$ cat src/rtl/sobfr_pkg.sv
// -----------------------------------------------------------------------------
// sobfr_pkg: shared types and constants for the substring order block
// Mode, order and kind codes, controller states, datapath commands and status.
// -----------------------------------------------------------------------------
`default_nettype none

package sobfr_pkg;

  // Default sizing
  localparam int unsigned DEF_MAX_LENGTH = 1024;
  localparam int unsigned DEF_LEVELS     = 11;
  localparam int unsigned DEF_RANK_WIDTH = 10;

  // Fixed field widths
  localparam int unsigned MODE_W   = 2;
  localparam int unsigned LETTER_W = 5;
  localparam int unsigned POS_W    = 10;
  localparam int unsigned ORDER_W  = 2;

  // Item modes
  localparam logic [MODE_W-1:0] MODE_APPEND = 2'd0;
  localparam logic [MODE_W-1:0] MODE_BUILD  = 2'd1;
  localparam logic [MODE_W-1:0] MODE_QUERY  = 2'd2;

  // Result codes
  localparam logic KIND_BUILD = 1'b0;
  localparam logic KIND_QUERY = 1'b1;

  localparam logic [ORDER_W-1:0] ORDER_LESS    = 2'd0;
  localparam logic [ORDER_W-1:0] ORDER_EQUAL   = 2'd1;
  localparam logic [ORDER_W-1:0] ORDER_GREATER = 2'd2;
  localparam logic [ORDER_W-1:0] ORDER_INVALID = 2'd3;

  // Controller states
  typedef enum logic [4:0] {
    ST_IDLE,
    ST_LEVEL,
    ST_LOAD_RD,
    ST_LOAD_WR,
    ST_SORT_INIT,
    ST_MERGE_CHK,
    ST_MERGE_RD,
    ST_MERGE_WR,
    ST_RANK_RD,
    ST_RANK_WR,
    ST_LEVEL_NEXT,
    ST_Q_CHECK,
    ST_Q_LOG,
    ST_Q_RD_A,
    ST_Q_RD_B,
    ST_Q_CMP,
    ST_DONE
  } state_e;

  // Datapath operations
  typedef enum logic [4:0] {
    OP_NONE,
    OP_APPEND,
    OP_BUILD_START,
    OP_LEVEL_START,
    OP_BUILD_END,
    OP_LOAD_RD,
    OP_LOAD_WR,
    OP_SORT_START,
    OP_MERGE_RD,
    OP_MERGE_WR,
    OP_RANK_START,
    OP_RANK_RD,
    OP_RANK_WR,
    OP_LEVEL_NEXT,
    OP_Q_CAPTURE,
    OP_Q_CHECK,
    OP_Q_LOG,
    OP_Q_RD_A,
    OP_Q_RD_B,
    OP_Q_CMP,
    OP_OUT_LOAD
  } op_e;

  typedef struct packed {
    op_e op;
  } cmd_t;

  typedef struct packed {
    logic level_ok;
    logic load_last;
    logic sort_done;
    logic rank_last;
    logic q_invalid;
    logic out_free;
  } status_t;

endpackage

`default_nettype wire

$ cat src/rtl/sobfr_ctrl.sv
// -----------------------------------------------------------------------------
// sobfr_ctrl: sequencing state machine
// Walks append, build (load, merge sort, rank) and query steps and issues one
// datapath command per cycle.
// -----------------------------------------------------------------------------
`default_nettype none

module sobfr_ctrl (
  input  wire logic                          clk_i,
  input  wire logic                          rst_ni,
  input  wire logic                          in_valid_i,
  input  wire logic [sobfr_pkg::MODE_W-1:0]  mode_i,
  output logic                               in_stall_o,
  input  wire sobfr_pkg::status_t            status_i,
  output sobfr_pkg::cmd_t                    cmd_o
);

  sobfr_pkg::state_e state_q, state_d;
  logic              accept;

  assign in_stall_o = (state_q != sobfr_pkg::ST_IDLE);
  assign accept     = in_valid_i && !in_stall_o;

  // Advance state
  always_ff @(posedge clk_i or negedge rst_ni) begin
    if (!rst_ni) begin
      state_q <= sobfr_pkg::ST_IDLE;
    end else begin
      state_q <= state_d;
    end
  end

  // Next state
  always_comb begin
    state_d = state_q;
    unique case (state_q)
      sobfr_pkg::ST_IDLE: begin
        if (accept) begin
          unique case (mode_i)
            sobfr_pkg::MODE_BUILD: state_d = sobfr_pkg::ST_LEVEL;
            sobfr_pkg::MODE_QUERY: state_d = sobfr_pkg::ST_Q_CHECK;
            default:               state_d = sobfr_pkg::ST_IDLE;
          endcase
        end
      end
      sobfr_pkg::ST_LEVEL:
        state_d = status_i.level_ok ? sobfr_pkg::ST_LOAD_RD : sobfr_pkg::ST_DONE;
      sobfr_pkg::ST_LOAD_RD:   state_d = sobfr_pkg::ST_LOAD_WR;
      sobfr_pkg::ST_LOAD_WR:
        state_d = status_i.load_last ? sobfr_pkg::ST_SORT_INIT : sobfr_pkg::ST_LOAD_RD;
      sobfr_pkg::ST_SORT_INIT: state_d = sobfr_pkg::ST_MERGE_CHK;
      sobfr_pkg::ST_MERGE_CHK:
        state_d = status_i.sort_done ? sobfr_pkg::ST_RANK_RD : sobfr_pkg::ST_MERGE_RD;
      sobfr_pkg::ST_MERGE_RD:  state_d = sobfr_pkg::ST_MERGE_WR;
      sobfr_pkg::ST_MERGE_WR:  state_d = sobfr_pkg::ST_MERGE_CHK;
      sobfr_pkg::ST_RANK_RD:   state_d = sobfr_pkg::ST_RANK_WR;
      sobfr_pkg::ST_RANK_WR:
        state_d = status_i.rank_last ? sobfr_pkg::ST_LEVEL_NEXT : sobfr_pkg::ST_RANK_RD;
      sobfr_pkg::ST_LEVEL_NEXT: state_d = sobfr_pkg::ST_LEVEL;
      sobfr_pkg::ST_Q_CHECK:
        state_d = status_i.q_invalid ? sobfr_pkg::ST_DONE : sobfr_pkg::ST_Q_LOG;
      sobfr_pkg::ST_Q_LOG:     state_d = sobfr_pkg::ST_Q_RD_A;
      sobfr_pkg::ST_Q_RD_A:    state_d = sobfr_pkg::ST_Q_RD_B;
      sobfr_pkg::ST_Q_RD_B:    state_d = sobfr_pkg::ST_Q_CMP;
      sobfr_pkg::ST_Q_CMP:     state_d = sobfr_pkg::ST_DONE;
      sobfr_pkg::ST_DONE:
        state_d = status_i.out_free ? sobfr_pkg::ST_IDLE : sobfr_pkg::ST_DONE;
      default:                 state_d = sobfr_pkg::ST_IDLE;
    endcase
  end

  // Issue commands
  always_comb begin
    cmd_o.op = sobfr_pkg::OP_NONE;
    unique case (state_q)
      sobfr_pkg::ST_IDLE: begin
        if (accept) begin
          unique case (mode_i)
            sobfr_pkg::MODE_APPEND: cmd_o.op = sobfr_pkg::OP_APPEND;
            sobfr_pkg::MODE_BUILD:  cmd_o.op = sobfr_pkg::OP_BUILD_START;
            sobfr_pkg::MODE_QUERY:  cmd_o.op = sobfr_pkg::OP_Q_CAPTURE;
            default:                cmd_o.op = sobfr_pkg::OP_NONE;
          endcase
        end
      end
      sobfr_pkg::ST_LEVEL:
        cmd_o.op = status_i.level_ok ? sobfr_pkg::OP_LEVEL_START : sobfr_pkg::OP_BUILD_END;
      sobfr_pkg::ST_LOAD_RD:   cmd_o.op = sobfr_pkg::OP_LOAD_RD;
      sobfr_pkg::ST_LOAD_WR:   cmd_o.op = sobfr_pkg::OP_LOAD_WR;
      sobfr_pkg::ST_SORT_INIT: cmd_o.op = sobfr_pkg::OP_SORT_START;
      sobfr_pkg::ST_MERGE_CHK:
        cmd_o.op = status_i.sort_done ? sobfr_pkg::OP_RANK_START : sobfr_pkg::OP_NONE;
      sobfr_pkg::ST_MERGE_RD:  cmd_o.op = sobfr_pkg::OP_MERGE_RD;
      sobfr_pkg::ST_MERGE_WR:  cmd_o.op = sobfr_pkg::OP_MERGE_WR;
      sobfr_pkg::ST_RANK_RD:   cmd_o.op = sobfr_pkg::OP_RANK_RD;
      sobfr_pkg::ST_RANK_WR:   cmd_o.op = sobfr_pkg::OP_RANK_WR;
      sobfr_pkg::ST_LEVEL_NEXT: cmd_o.op = sobfr_pkg::OP_LEVEL_NEXT;
      sobfr_pkg::ST_Q_CHECK:   cmd_o.op = sobfr_pkg::OP_Q_CHECK;
      sobfr_pkg::ST_Q_LOG:     cmd_o.op = sobfr_pkg::OP_Q_LOG;
      sobfr_pkg::ST_Q_RD_A:    cmd_o.op = sobfr_pkg::OP_Q_RD_A;
      sobfr_pkg::ST_Q_RD_B:    cmd_o.op = sobfr_pkg::OP_Q_RD_B;
      sobfr_pkg::ST_Q_CMP:     cmd_o.op = sobfr_pkg::OP_Q_CMP;
      sobfr_pkg::ST_DONE:
        cmd_o.op = status_i.out_free ? sobfr_pkg::OP_OUT_LOAD : sobfr_pkg::OP_NONE;
      default:                 cmd_o.op = sobfr_pkg::OP_NONE;
    endcase
  end

endmodule

`default_nettype wire

$ cat config.mk
export PLATFORM = sky130hd
export DESIGN_NAME = sobfr_ctrl
export DESIGN_NICKNAME = d
export VERILOG_FILES = /design/src/rtl/sobfr_pkg.sv /design/src/rtl/sobfr_ctrl.sv
export SDC_FILE = /design/constraint.sdc
export NUM_CORES = 1
export LEC_CHECK = 0
export BUFFER_PORTS_ARGS = -buffer_cell sky130_fd_sc_hd__clkbuf_2
export CAP_MARGIN = 20
export CORE_AREA = 2 2 39 41
export DETAILED_ROUTE_END_ITERATION = 10
export DIE_AREA = 0 0 41 43
export HOLD_SLACK_MARGIN = 0.15
export PLACE_DENSITY = 0.77
export SYNTH_ARGS = -nofsm -noshare
export SYNTH_HDL_FRONTEND = slang
export SYNTH_SLANG_ARGS = --single-unit
export TNS_END_PERCENT = 1
$ cat constraint.sdc
create_clock -name clk_i -period 2.9 [get_ports clk_i]
set_input_delay 0.29 -clock clk_i [delete_from_list [all_inputs] [get_ports clk_i]]
set_output_delay 0.29 -clock clk_i [all_outputs]
set_load 0.02 [all_outputs]
==> impl_metrics.env <==
export IMPL_final_common_cell="clkbuf_2"
export IMPL_hold_path_end="state_q[4]"
export IMPL_clockBufferDepth=2
export IMPL_max_freq_ghz=0.427
export IMPL_r2r_cells=4
export IMPL_worstPathRequired_ns=2.61
export IMPL_wl_mm=1.73
export IMPL_syn_cell_area_um2=681
export IMPL_leakage_nw=0.346
export IMPL_drt_iter0_drc=28
export IMPL_viasPerCell=6.15
export IMPL_synth_area_leaders="dfrtp_1 18%, nor2_1 7.7%, ha_1 5.5%"
export IMPL_min_path_cells=3
export IMPL_synth_edf_count=0
export IMPL_crit_path_end_kind="output pin"
export IMPL_cts_setup_buffers=0
export IMPL_ios=17
export IMPL_async_flop_share_pct=100
export IMPL_cts_root_buf="clkbuf_4"
export IMPL_fp_dieArea_mm2=0.00176
export IMPL_clock_skew_ns=0.00258
export IMPL_yosysSeqAreaShare_pct=18.4
export IMPL_clock_latency_ns=0.24
export IMPL_slew_headroom_pct=54.8
export IMPL_initial_core_util_pct=49.2
export IMPL_finalNetCount=122
export IMPL_synthFlopType="dfrtp_1"
export IMPL_die_x_um=41
export IMPL_r2r_start="state_q[2]"
export IMPL_ff_latch_area_um2=125
export IMPL_ys_seq_elements=5
export IMPL_cp_start_kind="register"
export IMPL_cts_made_buffers=3
export IMPL_pre_cts_ws_ns=0.840
export IMPL_finalCriticalPeriod_ns=2.34
export IMPL_final_hold_violation_count=0
export IMPL_placed_area_um2=747
export IMPL_reg_top3="state_q x5"
export IMPL_syn2layout_area_growth_pct=15.1
export IMPL_num_rows=14
export IMPL_vias=757
export IMPL_arrival_ns=2.05
export IMPL_wl_per_cell_um=14.0
export IMPL_drv_slew=0
export IMPL_status="complete, no violations"
export IMPL_drc=0
export IMPL_hp_class="in -> reg"
export IMPL_first_pass_iters=4
export IMPL_gp_congestion=0.975
export IMPL_ys_warnings_count=0
export IMPL_diodes=0
export IMPL_core_area_mm2=0.00138
export IMPL_cts_tree="done"
export IMPL_grt_setup_unrepaired="no"
export IMPL_r2r_slack_ns=0.85
export IMPL_setup_viol=0
export IMPL_critPathKind="reg -> out"
export IMPL_top_register="state_q"
export IMPL_postSynthCellCount=92
export IMPL_htreeDepth=1
export IMPL_fillCellCount=130
export IMPL_r2r_end="state_q[0]"
export IMPL_hpwl_mm=1.24
export IMPL_clk_pin_slew_ns=0.05
export IMPL_synth_avg_cell_area_um2=7.40
export IMPL_postCtsResizedCells=0
export IMPL_portBuffers=16
export IMPL_grt_overflow=0
export IMPL_syn_nets=106
export IMPL_drv_cap=0
export IMPL_cts_hold_buf=1
export IMPL_synth_area_leader_cell="dfrtp_1"
export IMPL_stdcell_area_um2=783
export IMPL_synth_distinct_cells=37
export IMPL_grt_usage_pct=23.7
export IMPL_ir_worst_vdd_v=0.000639
export IMPL_grt_max_degree=23
export IMPL_setup_ws_ns=0.557
export IMPL_cellPowerDensity_mw_per_mm2=1040
export IMPL_antenna_found_initial=0
export IMPL_crit_fanout=21
export IMPL_final_antenna_net_count=0
export IMPL_grt_first_pass_wirelength_mm=2.88
export IMPL_clock_sinks=5
export IMPL_largest_reg_flops=5
export IMPL_mostFrequentLayoutCells="16 x clkbuf_2, 14 x nor2_1, 9 x nand2_1"
export IMPL_timing_final_crit_share_pct=80.8
export IMPL_die_height_um=43
export IMPL_setup_tns_ns=0
export IMPL_synth_top_area_share_pct=18.4
export IMPL_worstHoldStart="status_i[0]"
export IMPL_layout_drive_gt1_share_pct=24.3
export IMPL_worst_pin_slew_ns=0.679
export IMPL_multiInputGateArea_um2=503
export IMPL_first_global_vias=675
export IMPL_finalPower_mw=0.813
-- kinds of logic (layout without fill, tap and decap cells) --
group / Yosys count / in the layout / synth area share [%]
simple gates: 43 / 43 / 33.1
compound gates: 27 / 27 / 28.7
buf+inv: 10 / 25 / 7.72
flops: 5 / 5 / 18.4
fa+ha+maj: 3 / 3 / 5.52
mux: 3 / 3 / 5.33
xor+xnor: 1 / 1 / 1.29
-- critical path, stage by stage (launching register included) --
cell and delay [ns]:
dfrtp_1 0.77, nand2_1 0.25, o22a_1 0.22, o22a_1 0.20
o211ai_1 0.16, clkbuf_2 0.20
-- stage by stage --
step | utilization [%] | hold slack (ns) | std cells
floorplan | - | -0.00559 | 92
global placement | 54.0 | 0.109 | 118
detailed placement | 54.0 | 0.111 | 118
CTS | 56.6 | 0.330 | 123
global route | 56.6 | 0.355 | 123
finish | 56.6 | 0.339 | 123
-- power by group --
group	total, mW	internal (mW)	switching [mW]
registers	0.206	0.0929	0.113
clock network	0.0832	0.0522	0.0310
logic	0.523	0.232	0.292
-- area by class of cell --
type / instances / share of cell area (%)
Inverter: 3 / 1.44
Tap cell: 16 / 2.56
Timing Repair Buffer: 18 / 12.5
Sequential cell: 5 / 16.0
Multi-Input combinational cell: 77 / 64.2
Clock buffer: 4 / 3.35
-- metal layers --
layer | vias to the layer above | GRT usage (%) | share of wire [%]
li1 | 364 | - | -
met1 | 352 | 32.8 | 42
met2 | 39 | 34.4 | 49
met3 | 2 | 4.71 | 7.5
met4 | 0 | 10.0 | 1.2
met5 | - | 0 | 0
-- synth_stat cells (all sizes together), types with 2 or more instances --
| master | count |
|---|---|
| o22a | 2 |
| mux2 | 2 |
| nor2 | 15 |
| nand2 | 9 |
| o21ai | 5 |
| a31oi | 4 |
| nor3 | 2 |
| nor2b | 3 |
| nand2b | 3 |
| or3 | 2 |
| o211ai | 2 |
| o22ai | 4 |
| nor3b | 2 |
| nand3 | 2 |
| buf | 7 |
| dfrtp | 5 |
| ha | 3 |
| a21oi | 5 |
| inv | 3 |
-- how the worst max path moves through the flow --
stage	end	cells past startpoint	slack, ns	startpoint
finish	cmd_o[2]	5	0.56	state_q[0]
global route	cmd_o[3]	5	0.42	state_q[2]
CTS	cmd_o[2]	5	0.59	state_q[0]
detailed placement	cmd_o[3]	5	0.84	state_q[2]
global placement	cmd_o[2]	5	0.88	state_q[0]
floorplan	cmd_o[3]	3	1.11	state_q[1]
Note: power is estimated with default switching activity, not from simulation.
